[src/bcme_fifo.sv]
module bcme_fifo #(
  parameter int DATA_W = 8,
  parameter int DEPTH  = 2
) (
  input  logic              clk,
  input  logic              rst,
  input  logic              push,
  output logic              full,
  input  logic [DATA_W-1:0] din,
  input  logic              pop,
  output logic              empty,
  output logic [DATA_W-1:0] dout
);

  localparam int AW = (DEPTH > 1) ? $clog2(DEPTH) : 1;
  localparam int NW = $clog2(DEPTH + 1);

  logic [DATA_W-1:0] ent [DEPTH];
  logic [AW-1:0]     wptr;
  logic [AW-1:0]     rptr;
  logic [NW-1:0]     count;
  logic              do_push;
  logic              do_pop;

  assign full    = (count == NW'(DEPTH));
  assign empty   = (count == '0);
  assign do_push = push && !full;
  assign do_pop  = pop && !empty;
  assign dout    = ent[rptr];

  always_ff @(posedge clk) begin
    if (rst) begin
      wptr  <= '0;
      rptr  <= '0;
      count <= '0;
    end else begin
      if (do_push) begin
        wptr <= (wptr == AW'(DEPTH - 1)) ? '0 : wptr + AW'(1);
      end
      if (do_pop) begin
        rptr <= (rptr == AW'(DEPTH - 1)) ? '0 : rptr + AW'(1);
      end
      if (do_push && !do_pop) begin
        count <= count + NW'(1);
      end else if (do_pop && !do_push) begin
        count <= count - NW'(1);
      end
    end
  end

  always_ff @(posedge clk) begin
    if (do_push) begin
      ent[wptr] <= din;
    end
  end

endmodule

[config.mk]
export PLATFORM = sky130hd
export DESIGN_NAME = bcme_fifo
export DESIGN_NICKNAME = d
export VERILOG_FILES = /design/src/bcme_fifo.sv
export SDC_FILE = /design/constraint.sdc
export NUM_CORES = 1
export LEC_CHECK = 0
export BUFFER_PORTS_ARGS = -buffer_cell sky130_fd_sc_hd__buf_2
export CAP_MARGIN = 20
export CORE_ASPECT_RATIO = 0.8
export CORE_MARGIN = 2
export CORE_UTILIZATION = 48
export CTS_CLUSTER_DIAMETER = 200
export DETAILED_ROUTE_END_ITERATION = 6
export HOLD_SLACK_MARGIN = 0.02
export PLACE_DENSITY = 0.71
export SLEW_MARGIN = 5
export SYNTH_ARGS = -nofsm -noshare
export SYNTH_HDL_FRONTEND = slang
export SYNTH_SLANG_ARGS = --single-unit
[constraint.sdc]
create_clock -name clk -period 2.2 [get_ports clk]
set_clock_uncertainty 0.2 [all_clocks]
set_input_delay 0.44 -clock clk [delete_from_list [all_inputs] [get_ports clk]]
set_output_delay 0.44 -clock clk [all_outputs]
set_load 0.1 [all_outputs]
==> tab_implementation.tex, run 1 <==
\begin{tabular}{lr}
\hline
Metric & Value \\
\hline
\multicolumn{2}{l}{\textbf{Route}} \\
\quad Post-detailed-route DRC marker count & 0 \\
\quad Per-cell routed wire length & around 12 um \\
\quad Number of vias after detailed routing & approximately 470 \\
\quad Violation count after the first detailed-routing iteration & 2 \\
\quad Remaining antenna violation count after routing & 0 \\
\quad Final wirelength & 1.12 mm \\
\quad Detail-routed via count per cell & slightly below 5 \\
\quad Pre-Repair DR Iteration Count & 2 \\
\multicolumn{2}{l}{\textbf{Cells and area}} \\
\quad Commonest non-fill, non-tap cell in the layout & sky130\_fd\_sc\_hd\_\_buf\_2 \\
\quad Most frequent cells in the layout & sky130\_fd\_sc\_hd\_\_buf\_2, sky130\_fd\_sc\_hd\_\_edfxtp\_1, sky130\_fd\_sc\_hd\_\_mux2\_2, sky130\_fd\_sc\_hd\_\_nor2\_1, sky130\_fd\_sc\_hd\_\_dfxtp\_1 \\
\quad Share of cells above drive strength 1 & about half \\
\quad Area Growth Syn to Fin & 20.7\% \\
\quad Post-layout utilization of the core & 60.0\% \\
\quad Number of diodes added for antenna fixing & 0 \\
\quad Final \#Nets & 88 \\
\multicolumn{2}{l}{\textbf{Logic synthesis}} \\
\quad Post-synthesis sequential area ratio & 73.2\% \\
\quad Count of unique library cells instantiated by Yosys & 13 \\
\quad Count of yosys warnings during synthesis & 0 \\
\quad Number of register bits inferred by synthesis & 21 \\
\quad Main area contributors after synthesis & sky130\_fd\_sc\_hd\_\_edfxtp\_1, sky130\_fd\_sc\_hd\_\_dfxtp\_1, sky130\_fd\_sc\_hd\_\_mux2\_2, sky130\_fd\_sc\_hd\_\_xor2\_1, sky130\_fd\_sc\_hd\_\_nor2\_1 \\
\quad Mapped Cells & 50 \\
\quad Netlist Area Pre-Place & around 790 um\^{}2 \\
\quad Nets in the synthesized netlist & 63 \\
\quad Most area-hungry cell type in the Yosys netlist & sky130\_fd\_sc\_hd\_\_edfxtp\_1 \\
\quad Per-instance average area after synthesis & 15.9 um\^{}2 \\
\quad Yosys top cell area share & roughly 60\% \\
\multicolumn{2}{l}{\textbf{STA}} \\
\quad Unrepaired setup endpoints after global routing & no \\
\quad Period utilization & about 93\% \\
\quad Worst hold margin & around 120 ps \\
\quad Setup slack after layout & approximately 160 ps \\
\quad Slew at the pin with the worst max-slew slack & between 400 and 500 ps \\
\quad Number of max-slew violations in the final report & 0 \\
\quad Max transition margin & 67.9\% \\
\quad Timing-limited maximum frequency & around 500 MHz \\
\quad Final hold violation count & 0 \\
\quad Final number of setup-violating endpoints & 0 \\
\quad Final sum of negative setup slack & 0 ps \\
\quad Final critical delay including setup and external delays & around 2000 ps \\
\multicolumn{2}{l}{\textbf{Clock network}} \\
\quad Number of post-CTS setup repair buffers & 0 \\
\quad Clock tree from TritonCTS & built \\
\quad H-Tree Level Count & 1 \\
\quad Skew-Pair Late Insertion Delay & around 300 ps \\
\quad Post-CTS clock slew at the launch and capture registers of the worst setup and hold paths & around 120 ps \\
\quad Max clock buf depth & 2 \\
\quad Clk sinks & 21 \\
\quad Clock tree root buffer cell & sky130\_fd\_sc\_hd\_\_clkbuf\_4 \\
\quad Number of buffers created by CTS & 3 \\
\quad Number of buffers inserted by hold repair at cts & 0 \\
\multicolumn{2}{l}{\textbf{Critical path}} \\
\quad Cell chain of the critical path & mux2\_2 -> buf\_2 \\
\quad Worst path arrival time & 1400 ps \\
\quad Delay contributed by the slowest stage of the critical path & about 450 ps \\
\quad Type of the worst setup path & reg2out \\
\quad Slowest CP cell & sky130\_fd\_sc\_hd\_\_dfxtp\_2 \\
\quad Required time worst endpoint & between 1500 and 2000 ps \\
\quad Critical path peak fanout & 8 \\
\quad Type of element launching the critical path & register \\
\quad Category of the worst setup path capture point & output pin \\
\multicolumn{2}{l}{\textbf{Flow run}} \\
\quad Count of max-cap constraint violations & 0 \\
\multicolumn{2}{l}{\textbf{Global routing}} \\
\quad GRT Resource Usage Total & 13.3\% \\
\quad Overall overflow remaining after global route & 0 \\
\quad Largest net degree at the start of global routing & 13 \\
\quad Vias in the first global route & 400 \\
\quad Global-route wire length before repair & between 1.5 and 2 mm \\
\quad Number of antenna violations at the first check in global routing & 0 \\
\multicolumn{2}{l}{\textbf{Floorplan}} \\
\quad Chip Width & between 40 and 50 um \\
\quad Area of the die & between 1500 and 2000 um\^{}2 \\
\quad Std-Cell Core Area & 1590 um\^{}2 \\
\quad Effective utilization at floorplan & around half \\
\quad Num rows & 13 \\
\quad Die span in y & $\sim$40 um \\
\quad I/O pin count & 22 \\
\multicolumn{2}{l}{\textbf{Placement}} \\
\quad Number of buffer cells added on primary ports & 21 \\
\quad Worst slack after detailed placement & about 360 ps \\
\quad Final weighted congestion of routability-driven global placement & approximately 0.74 \\
\multicolumn{2}{l}{\textbf{Worst hold path}} \\
\quad Hold WC Path Type & in2reg \\
\multicolumn{2}{l}{\textbf{Run status}} \\
\quad Result of the run & completed \\
\hline
\end{tabular}
==> timing repair <==
| action | CTS | global route |
|---|---|---|
| resized for setup | 0 | 1 |
| hold endpoints to repair | 0 | 0 |
| setup endpoints to repair | 0 | 8 |
==> final cells by class <==
cell class	instances	area [um^2]
well taps	22	27.5
fillers	146	637
clock buffers	3	22.5
inverters	2	7.51
flip-flops and latches	21	582
repair buffers	21	105
multi-input cells	26	208
clock inverters	1	5.00
==> worst paths after layout <==
path	slack, ps	to	cells past startpoint	startpoint
max	160	dout[1]	2	register
min	120	ent[0][1]$_DFFE_PP_	1	din[1]
max reg2reg	370	count[1]$_SDFFE_PP0P_	4	count[0]$_SDFFE_PP0P_
min reg2reg	300	wptr$_SDFFE_PP0N_	2	wptr$_SDFFE_PP0N_
==> routing by layer <==
metal	GRT usage [%]	vias to the layer above	part of all wire, %
met4	10.4	0	2.2
met2	21.6	13	47
met5	0	-	0
met3	3.36	4	5.3
met1	15.8	221	45
li1	-	228	-
==> flip-flops by register name (all words and copies together) (netlist names), named ones only <==
name	count
wptr	1
ent	16
rptr	1
count	2
==> kinds of logic after synthesis <==
logic type                 share of synthesized area, %
muxes                                              11.4
AOI/OAI and AO/OA                                  3.15
and+or+nand+nor                                    5.84
buffers and inverters                              1.58
xor gates and xnor gates                           3.31
DFF                                                73.2
adders and majority gates                          1.58
==> cell usage after synthesis <==
master and n:
sky130_fd_sc_hd__ha_1 1, sky130_fd_sc_hd__buf_2 1, sky130_fd_sc_hd__a21oi_1 2, sky130_fd_sc_hd__o21ai_0 3
sky130_fd_sc_hd__mux2_2 8, sky130_fd_sc_hd__inv_1 2, sky130_fd_sc_hd__nor2_1 5, sky130_fd_sc_hd__nor2b_2 1
sky130_fd_sc_hd__edfxtp_1 16, sky130_fd_sc_hd__and2_1 1, sky130_fd_sc_hd__dfxtp_1 5, sky130_fd_sc_hd__xor2_1 3
sky130_fd_sc_hd__or3_1 2
==> per-stage QoR <==
step / area (um^2) / instances
after global placement: 928 / 92
after global routing: 957 / 96
final: 957 / 96
after detailed placement: 928 / 92
after CTS: 956 / 96
after floorplan: 801 / 50
==> critical path: cells and delay by family, from the launching register on <==
| kind | cells | cell delay (ps) |
|---|---|---|
| flip-flops | 1 | 450 |
| multiplexers | 1 | 360 |
| buffers and inverters | 1 | 290 |
Power of run 1 is left out: the tool's default activity adds up to more than one toggle a clock period on the data nets, which glitch-free logic cannot reach.
==> run 2: changes to the inputs <==
clock period = 2 ns   (was 2.2 ns; I/O delays follow)
==> run 2 against run 1 <==
- first-iteration DRC count shrank 100%
- sequential cell count is the same
- sequential share of layout area shrank 1.3 points
- worst hold slack lost 41 ps
- setup slack lost 63 ps
- core utilization grew 1.6 points
- via count shrank 2.4%
- die area is the same
- global-route usage grew 0.34 points
- cell count is the same
- critical path depth is the same
- largest cell class unchanged
==> tab_implementation.tex, run 2 (synthesized netlist as in run 1, its figures left out) <==
\begin{tabular}{lr}
\hline
Metric & Value \\
\hline
\multicolumn{2}{l}{\textbf{Critical path}} \\
\quad Number of buffer and inverter instances along the worst setup path & 1 (unchanged) \\
\quad Required time worst endpoint & 1400 ps (was 1560 ps) \\
\quad Cell family with the largest share of critical-path delay & flip-flops (unchanged) \\
\quad Slack of the worst reg-to-reg path & 160 ps (was 370 ps) \\
\quad Type of element launching the critical path & register (unchanged) \\
\quad Delay contributed by the slowest stage of the critical path & 420 ps (was 450 ps) \\
\quad Cell chain of the critical path & mux2\_2 -> buf\_4 (was mux2\_2 -> buf\_2) \\
\quad Critical path peak fanout & 8 (unchanged) \\
\quad Slowest CP cell & sky130\_fd\_sc\_hd\_\_dfxtp\_4 (was sky130\_fd\_sc\_hd\_\_dfxtp\_2) \\
\quad Worst path arrival time & 1310 ps (was 1400 ps) \\
\quad WP depth & 2 (unchanged) \\
\quad Depth of the worst register-to-register path & 4 (unchanged) \\
\quad Category of the worst setup path capture point & output pin (unchanged) \\
\quad Type of the worst setup path & reg2out (unchanged) \\
\multicolumn{2}{l}{\textbf{Global routing}} \\
\quad Number of antenna violations at the first check in global routing & 0 (unchanged) \\
\quad GRT Resource Usage Total & 13.6\% (was 13.3\%) \\
\quad Global-route wire length before repair & 1.82 mm (was 1.77 mm) \\
\quad Largest net degree at the start of global routing & 13 (unchanged) \\
\quad Overall overflow remaining after global route & 0 (unchanged) \\
\quad Vias in the first global route & 403 (was 400) \\
\multicolumn{2}{l}{\textbf{Cells and area}} \\
\quad Largest regs & ent x16, count x2 (unchanged) \\
\quad Final \#Nets & 88 (unchanged) \\
\quad Most frequent cells in the layout & sky130\_fd\_sc\_hd\_\_edfxtp\_1, sky130\_fd\_sc\_hd\_\_buf\_2, sky130\_fd\_sc\_hd\_\_mux2\_2, sky130\_fd\_sc\_hd\_\_buf\_4 (was sky130\_fd\_sc\_hd\_\_buf\_2, sky130\_fd\_sc\_hd\_\_edfxtp\_1, sky130\_fd\_sc\_hd\_\_mux2\_2, sky130\_fd\_sc\_hd\_\_nor2\_1, sky130\_fd\_sc\_hd\_\_dfxtp\_1) \\
\quad Largest register FFs & 16 (unchanged) \\
\quad Top reg by flops & ent (unchanged) \\
\quad Area Growth Syn to Fin & 23.8\% (was 20.7\%) \\
\quad Number of diodes added for antenna fixing & 0 (unchanged) \\
\quad Count of non-filler cells in the finished layout & 96 (unchanged) \\
\quad Commonest non-fill, non-tap cell in the layout & sky130\_fd\_sc\_hd\_\_edfxtp\_1 (was sky130\_fd\_sc\_hd\_\_buf\_2) \\
\quad Share of cells above drive strength 1 & 48.6\% (unchanged) \\
\quad Cell area after layout & 982 um\^{}2 (was 957 um\^{}2) \\
\multicolumn{2}{l}{\textbf{Floorplan}} \\
\quad I/O pin count & 22 (unchanged) \\
\quad Chip Width & 49.5 um (unchanged) \\
\quad Effective utilization at floorplan & 49.8\% (unchanged) \\
\quad Num rows & 13 (unchanged) \\
\quad Area of the die & 2000 um\^{}2 (unchanged) \\
\quad Die span in y & 40.4 um (unchanged) \\
\quad Std-Cell Core Area & 1590 um\^{}2 (unchanged) \\
\multicolumn{2}{l}{\textbf{Route}} \\
\quad Violation count after the first detailed-routing iteration & 0 (was 2) \\
\quad Remaining antenna violation count after routing & 0 (unchanged) \\
\quad Detail Route met2 WL & 550 um (was 528 um) \\
\quad Top Layer Used & met4 (unchanged) \\
\quad Final wirelength & 1.14 mm (was 1.12 mm) \\
\quad Number of vias after detailed routing & 455 (was 466) \\
\quad Routed met3 length & 58 um (was 59 um) \\
\quad Met1 layer wirelength in the final routing & 518 um (was 503 um) \\
\quad Pre-Repair DR Iteration Count & 1 (was 2) \\
\quad Detail-routed via count per cell & 4.74 (was 4.85) \\
\quad Per-cell routed wire length & 11.9 um (was 11.6 um) \\
\quad Post-detailed-route DRC marker count & 0 (unchanged) \\
\multicolumn{2}{l}{\textbf{Placement}} \\
\quad Final weighted congestion of routability-driven global placement & 0.744 (unchanged) \\
\quad Placed cell area & 928 um\^{}2 (unchanged) \\
\quad Number of buffer cells added on primary ports & 21 (unchanged) \\
\quad Placed cells & 92 (unchanged) \\
\multicolumn{2}{l}{\textbf{STA}} \\
\quad Slew at the pin with the worst max-slew slack & 481 ps (was 485 ps) \\
\quad Number of max-slew violations in the final report & 0 (unchanged) \\
\quad Unrepaired setup endpoints after global routing & no (unchanged) \\
\quad Period utilization & a little over nine tenths \\
\quad Final hold violation count & 0 (unchanged) \\
\quad Timing-limited maximum frequency & between 500 and 600 MHz \\
\quad Max transition margin & 68.1\% (was 67.9\%) \\
\quad Final number of setup-violating endpoints & 0 (unchanged) \\
\quad Final critical delay including setup and external delays & between 1500 and 2000 ps \\
\quad Worst hold margin & 75.7 ps (was 116 ps) \\
\multicolumn{2}{l}{\textbf{Clock network}} \\
\quad Post-CTS clock slew at the launch and capture registers of the worst setup and hold paths & 120 ps (about the same) \\
\quad Skew-Pair Late Insertion Delay & 300 ps (about the same) \\
\quad Clock tree root buffer cell & sky130\_fd\_sc\_hd\_\_clkbuf\_4 (unchanged) \\
\quad Number of post-CTS setup repair buffers & 0 (unchanged) \\
\quad Number of buffers inserted by hold repair at cts & 0 (unchanged) \\
\quad Clk sinks & 21 (unchanged) \\
\quad H-Tree Level Count & 1 (unchanged) \\
\quad Clock tree from TritonCTS & built (unchanged) \\
\quad Max clock buf depth & 2 (unchanged) \\
\quad Number of buffers created by CTS & 3 (unchanged) \\
\multicolumn{2}{l}{\textbf{Flow run}} \\
\quad Count of max-cap constraint violations & 0 (unchanged) \\
\multicolumn{2}{l}{\textbf{Run status}} \\
\quad Result of the run & completed (unchanged) \\
\multicolumn{2}{l}{\textbf{Worst hold path}} \\
\quad Hold WC Path Type & in2reg (unchanged) \\
\quad WHS Path Cells & 1 (unchanged) \\
\hline
\end{tabular}
==> run 2: cell count changes in the layout (fill, tap and decap cells not counted) <==
cell	before	now
sky130_fd_sc_hd__buf_4	0	8
sky130_fd_sc_hd__dfxtp_2	1	0
sky130_fd_sc_hd__buf_2	21	12
sky130_fd_sc_hd__dfxtp_4	0	1
sky130_fd_sc_hd__clkbuf_4	3	4
==> run 2: stage by stage <==
stage | setup TNS [ps] | util (%) | setup slack (ps)
after global placement | 0 | 58.2 | 201
after detailed placement | 0 | 58.2 | 163
after floorplan | -115 | - | -115
after global routing | 0 | 61.6 | 16.7
final | 0 | 61.6 | 94.9
after CTS | 0 | 61.3 | 38.1
==> run 2: final timing paths <==
check / start / end
max reg2reg: count[0]$_SDFFE_PP0P_ / count[1]$_SDFFE_PP0P_
max: register / dout[1]
min reg2reg: wptr$_SDFFE_PP0N_ / wptr$_SDFFE_PP0N_
min: din[1] / ent[0][1]$_DFFE_PP_
==> run 2: per-layer routing <==
metal  GRT usage [%]  vias to the layer above
met4            10.4                        0
li1                -                      229
met3            3.36                        2
met1            16.1                      212
met5               0                        -
met2            22.6                       12
==> run 2: area by class of cell <==
class	instances	area, um^2
clock buffer	3	22.5
clock inverter	1	5.00
fill	144	612
inverter	2	7.51
multi-input combinational	26	208
sequential	21	584
tap	22	27.5
timing repair buffer	21	128
==> run 2: timing repair <==
item                                    CTS  global route
endpoints found under the setup margin    8             7
hold endpoints to repair                  0             0
resized for setup                         9             2
pin swaps                                 0             0
Power of run 2 is left out for the same reason.
