--- src/bcme_pkg.sv ---
package bcme_pkg;

  localparam int MAX_WIDTH_DEF  = 2048;
  localparam int MAX_HEIGHT_DEF = 4096;

  localparam int PIX_W      = 8;
  localparam int IMG_W_W    = 12;
  localparam int IMG_H_W    = 13;
  localparam int CFG_DATA_W = 13;
  localparam int REG_IDX_W  = 2;

  localparam logic [REG_IDX_W-1:0] REG_THRESHOLD = 2'd0;
  localparam logic [REG_IDX_W-1:0] REG_WIDTH     = 2'd1;
  localparam logic [REG_IDX_W-1:0] REG_HEIGHT    = 2'd2;

  localparam logic [PIX_W-1:0]   THRESHOLD_RESET = 8'd127;
  localparam logic [IMG_W_W-1:0] WIDTH_RESET     = 12'd640;
  localparam logic [IMG_H_W-1:0] HEIGHT_RESET    = 13'd480;

  localparam logic [PIX_W-1:0] PIX_ON  = 8'd255;
  localparam logic [PIX_W-1:0] PIX_OFF = 8'd0;

  localparam int MID_DEPTH = 2;
  localparam int OUT_DEPTH = 4;

  typedef struct packed {
    logic bin;
    logic left_ok;
    logic left2_ok;
    logic right_ok;
    logic row_ge1;
    logic row_ge2;
    logic last_row;
    logic last_col;
  } item_flags_t;

  typedef struct packed {
    logic [PIX_W-1:0] binary_pixel;
    logic [PIX_W-1:0] dilated_pixel;
    logic [PIX_W-1:0] eroded_pixel;
    logic [PIX_W-1:0] edge_pixel;
    logic             last_of_run;
    logic             end_of_frame;
  } res_t;

endpackage

--- src/bcme_front.sv ---
module bcme_front #(
  parameter int MAX_WIDTH  = bcme_pkg::MAX_WIDTH_DEF,
  parameter int MAX_HEIGHT = bcme_pkg::MAX_HEIGHT_DEF
) (
  input  logic                               clk,
  input  logic                               rst,
  input  logic                               cfg_valid,
  output logic                               cfg_ready,
  input  logic [bcme_pkg::REG_IDX_W-1:0]     cfg_index,
  input  logic [bcme_pkg::CFG_DATA_W-1:0]    cfg_data,
  input  logic                               push,
  input  logic                               q_full,
  input  logic [bcme_pkg::PIX_W-1:0]         gray_pixel,
  output logic                               q_push,
  output logic [$clog2(MAX_WIDTH)-1:0]       q_col,
  output bcme_pkg::item_flags_t              q_flags
);

  localparam int CW = $clog2(MAX_WIDTH);
  localparam int EW = $clog2(MAX_WIDTH + 1);
  localparam int RW = $clog2(MAX_HEIGHT);
  localparam int HW = $clog2(MAX_HEIGHT + 1);
  localparam int WX = (EW > bcme_pkg::IMG_W_W) ? EW : bcme_pkg::IMG_W_W;
  localparam int HX = (HW > bcme_pkg::IMG_H_W) ? HW : bcme_pkg::IMG_H_W;

  logic [bcme_pkg::PIX_W-1:0]   threshold;
  logic [bcme_pkg::IMG_W_W-1:0] img_width;
  logic [bcme_pkg::IMG_H_W-1:0] img_height;
  logic [CW-1:0]                col_cnt;
  logic [RW-1:0]                row_cnt;

  logic [WX-1:0] w_ext;
  logic [HX-1:0] h_ext;
  logic [EW-1:0] wlim;
  logic [EW-1:0] wlast;
  logic [HW-1:0] hlim;
  logic [HW-1:0] hlast;
  logic          wrap;
  logic [CW-1:0] col_cur;
  logic [HW-1:0] row_inc;
  logic [RW-1:0] row_cur;
  logic          last_col;
  logic          last_row;
  logic [CW-1:0] col_next;
  logic [RW-1:0] row_next;
  logic          accept;

  assign cfg_ready = 1'b1;

  always_ff @(posedge clk) begin
    if (rst) begin
      threshold  <= bcme_pkg::THRESHOLD_RESET;
      img_width  <= bcme_pkg::WIDTH_RESET;
      img_height <= bcme_pkg::HEIGHT_RESET;
    end else if (cfg_valid && cfg_ready) begin
      case (cfg_index)
        bcme_pkg::REG_THRESHOLD: threshold  <= cfg_data[bcme_pkg::PIX_W-1:0];
        bcme_pkg::REG_WIDTH:     img_width  <= cfg_data[bcme_pkg::IMG_W_W-1:0];
        bcme_pkg::REG_HEIGHT:    img_height <= cfg_data[bcme_pkg::IMG_H_W-1:0];
        default: ;
      endcase
    end
  end

  always_comb begin
    w_ext = WX'(img_width);
    h_ext = HX'(img_height);
    if (img_width == '0) begin
      wlim = EW'(1);
    end else if (w_ext > WX'(MAX_WIDTH)) begin
      wlim = EW'(MAX_WIDTH);
    end else begin
      wlim = EW'(img_width);
    end
    if (img_height == '0) begin
      hlim = HW'(1);
    end else if (h_ext > HX'(MAX_HEIGHT)) begin
      hlim = HW'(MAX_HEIGHT);
    end else begin
      hlim = HW'(img_height);
    end
    wlast = wlim - EW'(1);
    hlast = hlim - HW'(1);

    wrap    = (EW'(col_cnt) >= wlim);
    col_cur = wrap ? '0 : col_cnt;
    row_inc = wrap ? HW'(row_cnt) + HW'(1) : HW'(row_cnt);
    row_cur = (row_inc >= hlim) ? '0 : RW'(row_inc);

    last_col = (EW'(col_cur) == wlast);
    last_row = (HW'(row_cur) == hlast);

    col_next = last_col ? '0 : col_cur + CW'(1);
    if (last_col) begin
      row_next = last_row ? '0 : row_cur + RW'(1);
    end else begin
      row_next = row_cur;
    end

    q_flags.bin      = (gray_pixel < threshold);
    q_flags.left_ok  = (col_cur != '0);
    q_flags.left2_ok = (col_cur > CW'(1));
    q_flags.right_ok = !last_col;
    q_flags.row_ge1  = (row_cur != '0);
    q_flags.row_ge2  = (row_cur > RW'(1));
    q_flags.last_row = last_row;
    q_flags.last_col = last_col;
  end

  assign accept = push && !q_full;
  assign q_push = accept;
  assign q_col  = col_cur;

  always_ff @(posedge clk) begin
    if (rst) begin
      col_cnt <= '0;
      row_cnt <= '0;
    end else if (accept) begin
      col_cnt <= col_next;
      row_cnt <= row_next;
    end
  end

endmodule

--- config.mk ---
export PLATFORM = sky130hd
export DESIGN_NAME = bcme_front
export DESIGN_NICKNAME = d
export VERILOG_FILES = /design/src/bcme_pkg.sv /design/src/bcme_front.sv
export SDC_FILE = /design/constraint.sdc
export NUM_CORES = 1
export LEC_CHECK = 0
export BUFFER_PORTS_ARGS = -buffer_cell sky130_fd_sc_hd__buf_2
export CAP_MARGIN = 10
export CELL_PAD_IN_SITES_DETAIL_PLACEMENT = 2
export CELL_PAD_IN_SITES_GLOBAL_PLACEMENT = 2
export CORE_MARGIN = 5
export CORE_UTILIZATION = 35
export DETAILED_ROUTE_END_ITERATION = 6
export PLACE_DENSITY_LB_ADDON = 0.1
export SETUP_SLACK_MARGIN = 0.02
export SLEW_MARGIN = 30
export SYNTH_ARGS = -nofsm -noshare
export SYNTH_HDL_FRONTEND = slang
export SYNTH_SLANG_ARGS = --single-unit
--- constraint.sdc ---
create_clock -name clk -period 6.4 [get_ports clk]
set_input_delay 0.32 -clock clk [delete_from_list [all_inputs] [get_ports clk]]
set_output_delay 0.32 -clock clk [all_outputs]
set_load 0.05 [all_outputs]
==> impl_metrics.csv, run 1 <==
group,metric,value,unit
cts,clockBufferDepth,2,
sta,slew-limit-headroom,36.7,%
worst_setup_path,rr_worst_depth,25,
synth,synth_edf_count,0,
cts,numCtsBuffers,5,
cts,htreeDepth,2,
global_route,grt_start_max_net_pins,50,
synth,avgSynthCellArea,7.16,µm²
global_route,grt_pass1_vias,6440,
sta,setup_viol,0,
route,drtIter0Drc,272,
synth,ys_async_sr_fraction,0,%
synth,yosys.area.top_type,"dfxtp_1",
sta,tightest_slew,0.941,ns
synth,synth-main-ff-cell,"dfxtp_1",
synth,yosysWarnings,0,
cts,cts_root_buf,"clkbuf_16",
worst_setup_path,endpoint_kind,"output port",
final_layout,diodes,0,
floorplanning,dieArea,0.0180,mm²
final_layout,layout.nets,868,
floorplanning,dieHeight,134,µm
placement,port_buffers,47,
sta,hold_viol,0,
worst_hold_path,hp-class,"input pin to flop",
synth,ys_seq_elements,56,
sta,finalMaxSlewViolations,0,
power_and_ir_drop,peakVddDrop,111,µV
synth,synthesis.area,0.00540,mm²
floorplanning,std_cell_rows,45,
final_layout,layout-drive-gt1-share,14.1,%
worst_setup_path,worstPathArrival,5.65,ns
cts,clkTransAtPathRegs,0.08,ns
placement,gp_congestion,0.911,
synth,synthCells,755,
run,drv_cap,0,
worst_setup_path,rr_startpoint,"img_width[8]",
route,drtPass1Iterations,4,
sta,skew,0.00884,ns
worst_setup_path,path_max_fanout,11,
worst_hold_path,hold_start,"cfg_data[8]",
floorplanning,start_util,35.7,%
floorplanning,core_area,0.0151,mm²
worst_setup_path,cp-start-kind,"flop",
power_and_ir_drop,power.density,152,mW/mm²
route,vias,5945,
final_layout,fillCellCount,1809,
cts,cts_hold_buf,0,
floorplanning,io_pins,49,
cts,cts_tree,"done",
synth,synth.most_common_cell,"nand2_1",
power_and_ir_drop,p_leak,0.00261,µW
worst_setup_path,required,6.08,ns
final_layout,synthToLayoutAreaGrowth,13.1,%
worst_hold_path,whs_path_depth,2,
global_route,grt_usage,23.6,%
final_layout,finish.utilization,40.4,%
worst_setup_path,reg2reg_slack,0.70,ns
route,post_drt_wl_per_cell,22.0,µm
worst_setup_path,reg2reg_to,"row_cnt[3]",
synth,synthDistinctLibCells,73,
final_layout,fin_cells,988,
route,wirelength,21700,µm
global_route,grt_pass1_wl,34300,µm
global_route,grt_overflow,0,
sta,fmax,0.168,GHz
placement,place_hpwl,17000,µm
route,via_per_inst,6.02,
route,drc,0,
route,postRouteAntennaNets,0,
sta,holdWs,0.260,ns
worst_hold_path,hold_end,"h_ext[8]",
placement,dp.cells,973,
floorplanning,chipWidth,134,µm
synth,ys_seq_area_share,20.8,%
worst_setup_path,critPathKind,"flop to output port",
synth,syn_nets,824,
synth,synth_common_cells,"nand2_1, nor2_1, dfxtp_1",
synth,synth_top_area_share,20.8,%
sta,fin_crit,5.97,ns
sta,period_share,93.2,%
status,outcome,"finished clean",
cts,clk_latency,0.31,ns
global_route,antenna_found_initial,1,
sta,finalSetupTns,0,ns
cts,cts_sinks,56,
synth,synthTopCellsByArea,"dfxtp_1, ha_1, nand2_1, a21oi_1, nor2_1",
sta,rsz0062_at_grt,"no",
## cell usage in the layout, fill, tap and decap left out, types with 6 or more instances in the layout
master    synthesis  final
nand2_1         125    125
nor2_1           66     65
dfxtp_1          56     56
a21oi_1          50     50
buf_2             3     46
ha_1             41     41
inv_1            37     36
buf_4             3     33
nor3_1           29     28
o21ai_0          25     24
nand3_1          20     19
xnor2_1          15     15
nand4_1          14     14
o31ai_1          14     14
and3_1           13     13
nor2b_1          12     12
xor2_1           12     12
nand3b_1         11     11
nand2b_1         10     10
a211oi_1         10     10
and2_1           10     10
a211o_1           9      9
a31oi_1           9      9
o21a_1            8      7
or3_1             7      7
nor4_1            8      7
o211ai_1          6      6
o22ai_1           6      6
## registers in the layout (all words and copies together) (netlist names)
signal     cells
h_ext         13
img_width     12
row_cnt       12
col_cnt       11
threshold      8
## critical path: stages (launching register included)
cell,delay (ns)
dfxtp_1,0.42
nor4_4,0.35
a41oi_2,0.22
or2_2,0.33
inv_1,0.06
ha_1,0.22
nor2b_1,0.17
o21a_1,0.20
nor3_1,0.10
o31ai_1,0.27
xor2_1,0.32
inv_1,0.12
ha_1,0.32
a211oi_1,0.21
o21ai_0,0.16
a221oi_2,0.30
o21a_2,0.22
buf_4,0.18
nand2_1,0.13
inv_2,0.15
nand3_1,0.07
o311ai_0,0.13
nand4b_1,0.14
buf_4,0.20
nor2_1,0.11
clkbuf_4,0.24
## power by group
| group | leakage, µW | switching [µW] | internal [µW] | total (µW) |
|---|---|---|---|---|
| logic | 0.00209 | 162 | 90.8 | 253 |
| registers | 0.000455 | 18.7 | 359 | 378 |
| clock network | 0.0000680 | 151 | 149 | 300 |
## metrics by stage
stage	instance area, µm²	worst slack, ns	power, µW
after floorplan	5400	0.494	546
after global placement	5870	0.373	616
after detailed placement	5870	0.117	628
after CTS	6040	0.0558	934
after global routing	6110	0.0106	981
final	6110	0.433	931
## kinds of logic (layout without fill, tap and decap cells)
group	count (synthesis)	in the layout	synth area share [%]
AOI/OAI and AO/OA	183	183	23.3
xor gates and xnor gates	28	28	4.82
adders and majority gates	41	41	9.50
buffers and inverters	80	125	6.39
DFF	56	56	20.8
muxes	5	5	1.04
other	1	1	0.0694
and+or+nand+nor	361	361	34.1
## cell type report
cell class / count / area [µm²] / share of cell area, %
Multi-Input combinational cell: 619 / 3980 / 65.1
Sequential cell: 56 / 1120 / 18.3
Timing Repair Buffer: 80 / 485 / 7.94
Tap cell: 188 / 235 / 3.85
Inverter: 37 / 139 / 2.27
Clock buffer: 5 / 125 / 2.05
Clock inverter: 3 / 26.3 / 0.430
## timing repair
action | 4_1_cts | 5_1_grt
resized for setup | 1 | 10
pin swaps | 1 | 1
setup endpoints to repair | 1 | 8
setup buffers | 1 | 6
## per-layer routing
layer  part of all wire [%]  GRT usage (%)  vias to the layer above
met1                     45           29.3                     3012
met3                    2.6           3.56                       31
met5                  0.032              0                        -
met2                     50           42.3                       81
met4                    1.9           6.67                        2
li1                       -              -                     2819
## how the worst max path moves through the flow
| stage | end | slack (ns) | start | depth (start not counted) |
|---|---|---|---|---|
| 6_report | q_flags[1] | 0.43 | img_width[8] | 25 |
| 5_1_grt | q_flags[1] | 0.01 | img_width[8] | 25 |
| 4_1_cts | q_flags[1] | 0.06 | img_width[9] | 25 |
| 3_5_place_dp | row_cnt[3] | 0.12 | img_width[5] | 25 |
| 3_3_place_gp | q_flags[1] | 0.37 | img_width[5] | 22 |
| 2_1_floorplan | q_flags[2] | 0.49 | img_width[6] | 20 |
Power figures use the tool's default switching activity.
==> run 2: changes to the inputs <==
Settings changed: ABC_AREA set to 1, CORE_UTILIZATION 35 to 33.
==> impl_metrics.csv, run 2 <==
group,metric,value,unit
final_layout,fillCellCount,2217,
placement,place_hpwl,18000,µm
worst_setup_path,cp-start-kind,"flop",
floorplanning,io_pins,49,
cts,htreeDepth,2,
worst_setup_path,reg2reg_to,"row_cnt[11]",
global_route,antenna_found_initial,0,
floorplanning,dieArea,0.0204,mm²
route,drc,0,
power_and_ir_drop,power.density,200,mW/mm²
final_layout,final_common_cell,"nand2_1",
final_layout,synthToLayoutAreaGrowth,9.93,%
worst_setup_path,required,6.08,ns
cts,cts_tree,"done",
global_route,grt_usage,21.7,%
worst_setup_path,crit_end,"q_flags[1]",
worst_setup_path,critPathKind,"flop to output port",
synth,ys_seq_elements,56,
power_and_ir_drop,swShare,46.0,%
sta,fmax,0.173,GHz
worst_setup_path,endpoint_kind,"output port",
cts,clk_latency,0.31,ns
sta,slew-limit-headroom,45.6,%
synth,syn_nets,1036,
sta,period_share,90.2,%
sta,skew,0.00852,ns
worst_setup_path,cpPeakStageDelay,0.39,ns
power_and_ir_drop,power.switching,589,µW
final_layout,layout.nets,1072,
worst_hold_path,hp-class,"input pin to flop",
sta,finalMaxSlewViolations,0,
worst_setup_path,timing.critical_path.mode_cell,"nand2_1",
synth,synth-main-ff-cell,"dfxtp_1",
route,drtIter0Drc,254,
synth,yosys.area.top_type,"dfxtp_1",
final_layout,layout-drive-gt1-share,14.0,%
floorplanning,dieHeight,143,µm
power_and_ir_drop,intPower,691,µW
cts,clkTransAtPathRegs,0.08,ns
synth,synth_top_area_share,19.3,%
synth,synth_edf_count,0,
sta,hold_viol,0,
power_and_ir_drop,peakVddDrop,116,µV
synth,synthDistinctLibCells,43,
route,drtPass1Iterations,4,
floorplanning,std_cell_rows,48,
floorplanning,start_util,33.6,%
synth,synth_common_cells,"nand2_1, inv_1, nor2_1",
synth,synthCells,967,
global_route,grt_start_max_net_pins,42,
placement,gp_congestion,0.838,
synth,synth.most_common_cell,"nand2_1",
final_layout,diodes,0,
sta,fin_crit,5.77,ns
synth,ys_async_sr_fraction,0,%
global_route,grt_overflow,0,
floorplanning,chipWidth,143,µm
power_and_ir_drop,pwr-share-comb,46.0,%
run,drv_cap,0,
synth,avgSynthCellArea,6.02,µm²
placement,port_buffers,47,
floorplanning,core_area,0.0173,mm²
final_layout,largest_reg_flops,13,
worst_setup_path,worstPathArrival,5.45,ns
synth,ys_seq_area_share,19.3,%
cts,cts_sinks,56,
placement,dp.cells,1213,
worst_setup_path,cp_slowest_cell,"dfxtp_1",
final_layout,final_cell_mix,"nand2_1, inv_1, nor2_1",
worst_setup_path,path_max_fanout,15,
worst_setup_path,crit_start,"img_width[4]",
route,via_per_inst,5.12,
power_and_ir_drop,power_frac_seq,30.4,%
synth,synthesis.area,0.00582,mm²
sta,rsz0062_at_grt,"no",
sta,finalSetupTns,0,ns
power_and_ir_drop,clkPwrFrac,23.6,%
cts,numCtsBuffers,5,
final_layout,layout.area.seq,0.00112,mm²
route,wirelength,21800,µm
global_route,grt_pass1_vias,6635,
final_layout,fin_cells,1229,
worst_setup_path,rr_startpoint,"img_width[4]",
route,vias,6297,
sta,setup_viol,0,
power_and_ir_drop,p_leak,0.00334,µW
status,outcome,"finished clean",
sta,holdWs,0.270,ns
synth,yosysWarnings,0,
worst_setup_path,reg2reg_slack,1.00,ns
worst_setup_path,rr_worst_depth,38,
sta,tightest_slew,0.805,ns
global_route,grt_pass1_wl,35500,µm
route,post_drt_wl_per_cell,17.7,µm
worst_hold_path,whs_path_depth,3,
cts,cts_root_buf,"clkbuf_16",
final_layout,multi_input_area,0.00399,mm²
power_and_ir_drop,finalPower,1280,µW
synth,synthTopCellsByArea,"dfxtp_1, nand2_1, ha_1, nand3_1, inv_1",
cts,clockBufferDepth,2,
route,postRouteAntennaNets,0,
run 2: cell types whose count changed after synthesis, sizes merged, moves of 12 or more:
cell    delta
nor2b     -12
xnor2     -14
nor2      +46
o31ai     -13
and3      -13
inv       +96
o21ai     +23
nor3      -20
nand3     +94
clkbuf    -17
nand2    +184
run 2: worst min-delay path by stage:
stage | slack [ns] | startpoint | endpoint
after floorplan | 0.43 | threshold[7] | threshold[7]
after global placement | 0.45 | threshold[7] | threshold[7]
after detailed placement | 0.45 | threshold[7] | threshold[7]
after CTS | 0.27 | cfg_data[7] | h_ext[7]
after global routing | 0.28 | cfg_data[0] | threshold[0]
final | 0.27 | cfg_data[0] | threshold[0]
run 2: per-layer routing:
layer  global-route usage [%]  up-vias  share of wire [%]
li1                         -     3188                  -
met1                     31.9     3034                 52
met2                     35.3       64                 45
met3                     2.34       11                2.3
met4                     2.75        0               0.72
met5                        0        -                  0
run 2: critical path, delay by kind of cell (launching register included):
family / cells / cell delay [ns]
buffers and inverters: 5 / 0.82
flip-flops: 1 / 0.39
adder cells (fa/ha/maj): 2 / 0.68
AND/OR/NAND/NOR: 27 / 3.23
run 2: power groups by stage:
stage	registers (µW)	logic, µW	clock network [µW]
floorplan	388	427	0
global placement	396	561	0
detailed placement	397	573	0
CTS	389	576	312
global route	392	658	327
finish	389	589	302
run 2: cell families after synthesis:
kind of cell	Yosys count	share of synthesized area, %
AND/OR/NAND/NOR	579	46.5
buffers and inverters	163	12.2
AO/OA/AOI/OAI	116	11.5
flip-flops	56	19.3
adder cells (fa/ha/maj)	41	8.82
XOR/XNOR	11	1.66
other	1	0.0644
run 2: final cells by class:
class / count / area share, %
multi-input combinational: 748 / 62.4
sequential: 56 / 17.5
clock inverter: 3 / 0.450
clock buffer: 5 / 1.96
timing repair buffer: 58 / 5.36
tap: 225 / 4.40
inverter: 134 / 7.90
run 2: metrics by stage:
stage	util (%)	instance area, µm²	setup WS [ns]
after global placement	35.6	6150	0.932
after CTS	36.5	6310	0.409
after detailed placement	35.6	6150	0.777
after floorplan	-	5820	1.40
after global routing	37.0	6400	0.000695
final	37.0	6400	0.627
run 2: what timing repair did:
| action | CTS | global route |
|---|---|---|
| hold buffers | 0 | 0 |
| endpoints found under the setup margin | 0 | 1 |
| resized for setup | 0 | 1 |
| setup buffers | 0 | 8 |
==> run 3: changes to the inputs <==
Settings changed: CORE_UTILIZATION 33 to 35.
Clock period 6.4 ns to 7.5 ns, I/O delays scaled along.
==> impl_metrics.csv, run 3 (synthesized netlist as in run 2, its figures left out) <==
group,metric,value,unit
status,outcome,"finished clean",
floorplanning,std_cell_rows,47,
worst_setup_path,required,7.12,ns
final_layout,fillCellCount,2189,
placement,place_hpwl,18000,µm
cts,cts_resized,0,
sta,fin_crit,6.58,ns
worst_setup_path,timing.critical_path.mode_cell,"nand2_1",
floorplanning,dieHeight,139,µm
cts,cts_root_buf,"clkbuf_16",
route,wirelength,22000,µm
worst_setup_path,crit_start,"img_width[4]",
global_route,grt_pass1_vias,6669,
cts,cts_tree,"done",
power_and_ir_drop,finalPower,1070,µW
final_layout,layout-drive-gt1-share,13.2,%
route,drtIter0Drc,206,
global_route,grt_start_max_net_pins,41,
sta,finalSetupTns,0,ns
sta,fmax,0.152,GHz
floorplanning,core_area,0.0165,mm²
sta,hold_viol,0,
cts,clkTransAtPathRegs,0.08,ns
final_layout,finish.utilization,38.2,%
route,drtPass1Iterations,4,
sta,slew-limit-headroom,39.1,%
worst_hold_path,whs_path_depth,3,
worst_setup_path,reg2reg_slack,1.29,ns
sta,setup_viol,0,
cts,cts_hold_buf,0,
worst_hold_path,hold_start,"cfg_data[8]",
floorplanning,io_pins,49,
cts,cts_sinks,56,
route,via_per_inst,5.23,
worst_setup_path,rr_startpoint,"img_width[4]",
power_and_ir_drop,peakVddDrop,88.7,µV
final_layout,final_cell_mix,"nand2_1, inv_1, nor2_1",
global_route,grt_overflow,0,
sta,period_share,87.7,%
worst_setup_path,cp-start-kind,"flop",
route,vias,6360,
floorplanning,chipWidth,139,µm
route,post_drt_wl_per_cell,18.1,µm
final_layout,synthToLayoutAreaGrowth,8.06,%
worst_hold_path,hold_end,"h_ext[8]",
run,drv_cap,0,
placement,port_buffers,47,
sta,holdWs,0.311,ns
worst_setup_path,cpPeakStageDelay,0.69,ns
final_layout,final_common_cell,"nand2_1",
worst_setup_path,rr_worst_depth,36,
cts,cts_setup_buffers,0,
sta,tightest_slew,0.910,ns
final_layout,diodes,0,
worst_hold_path,hp-class,"input pin to flop",
worst_setup_path,critPathKind,"flop to output port",
cts,htreeDepth,2,
worst_setup_path,endpoint_kind,"output port",
placement,gp_congestion,0.835,
worst_setup_path,reg2reg_to,"row_cnt[0]",
power_and_ir_drop,power.density,171,mW/mm²
cts,numCtsBuffers,5,
sta,finalMaxSlewViolations,0,
floorplanning,dieArea,0.0193,mm²
final_layout,largest_reg_flops,13,
worst_setup_path,worstPathArrival,6.20,ns
final_layout,final_area,0.00629,mm²
worst_setup_path,cp_slowest_cell,"nor2_1",
sta,rsz0062_at_grt,"no",
worst_setup_path,path_max_fanout,19,
route,postRouteAntennaNets,0,
route,drc,0,
global_route,grt_pass1_wl,35700,µm
placement,placed_cell_area,0.00614,mm²
cts,clk_latency,0.31,ns
cts,clockBufferDepth,2,
final_layout,layout.nets,1063,
floorplanning,start_util,35.3,%
global_route,grt_usage,22.6,%
sta,skew,0.00603,ns
power_and_ir_drop,p_leak,0.00328,µW
global_route,antenna_found_initial,0,
run 3: cell types whose count changed in the layout (fill, tap and decap cells not counted):
cell / previous run / this run
inv_8: 1 / 0
buf_4: 9 / 2
nor4_2: 1 / 0
buf_12: 2 / 0
nor4_1: 4 / 5
clkinvlp_4: 0 / 1
run 3: worst max-delay path by stage:
stage	to	slack, ns	depth (start not counted)
after floorplan	q_flags[2]	2.45	27
after global placement	q_flags[1]	1.43	30
after detailed placement	q_flags[1]	1.31	31
after CTS	q_flags[1]	0.93	31
after global routing	q_flags[1]	0.34	29
final	q_flags[1]	0.92	31
run 3: routing by layer:
layer | vias to the layer above | track usage, % | routed length [µm] | part of all wire (%)
li1 | 3176 | - | - | -
met3 | 11 | 2.55 | 597 | 2.7
met5 | - | 0 | 0 | 0
met4 | 0 | 3.19 | 161 | 0.73
met2 | 72 | 38.2 | 10300 | 47
met1 | 3101 | 31.8 | 11000 | 50
run 3: final cells by class:
cell class	instances	area, µm²	share of cell area [%]
timing repair buffer	49	250	3.98
tap	220	275	4.38
clock inverter	3	25.0	0.398
multi-input combinational	748	3990	63.4
clock buffer	5	125	1.99
inverter	134	505	8.04
sequential	56	1120	17.8
run 3: worst max-delay path, delay by kind of cell (launching register included):
kind            cells  cell delay [ns]
compound gates      2             0.69
simple gates       24             3.72
buf+inv             3             0.45
fa+ha+maj           2             0.61
flops               1             0.39
run 3: where the power goes:
part / switching [µW] / internal (µW) / total, µW / leakage [µW]
sequential: 20.3 / 312 / 333 / 0.000458
combinational: 350 / 135 / 484 / 0.00275
clock: 128 / 127 / 255 / 0.0000708
run 3: metrics by stage:
step | setup WS [ns] | instances
after CTS | 0.930 | 1215
after global routing | 0.337 | 1215
after detailed placement | 1.31 | 1207
final | 0.921 | 1215
after floorplan | 2.45 | 967
after global placement | 1.43 | 1207
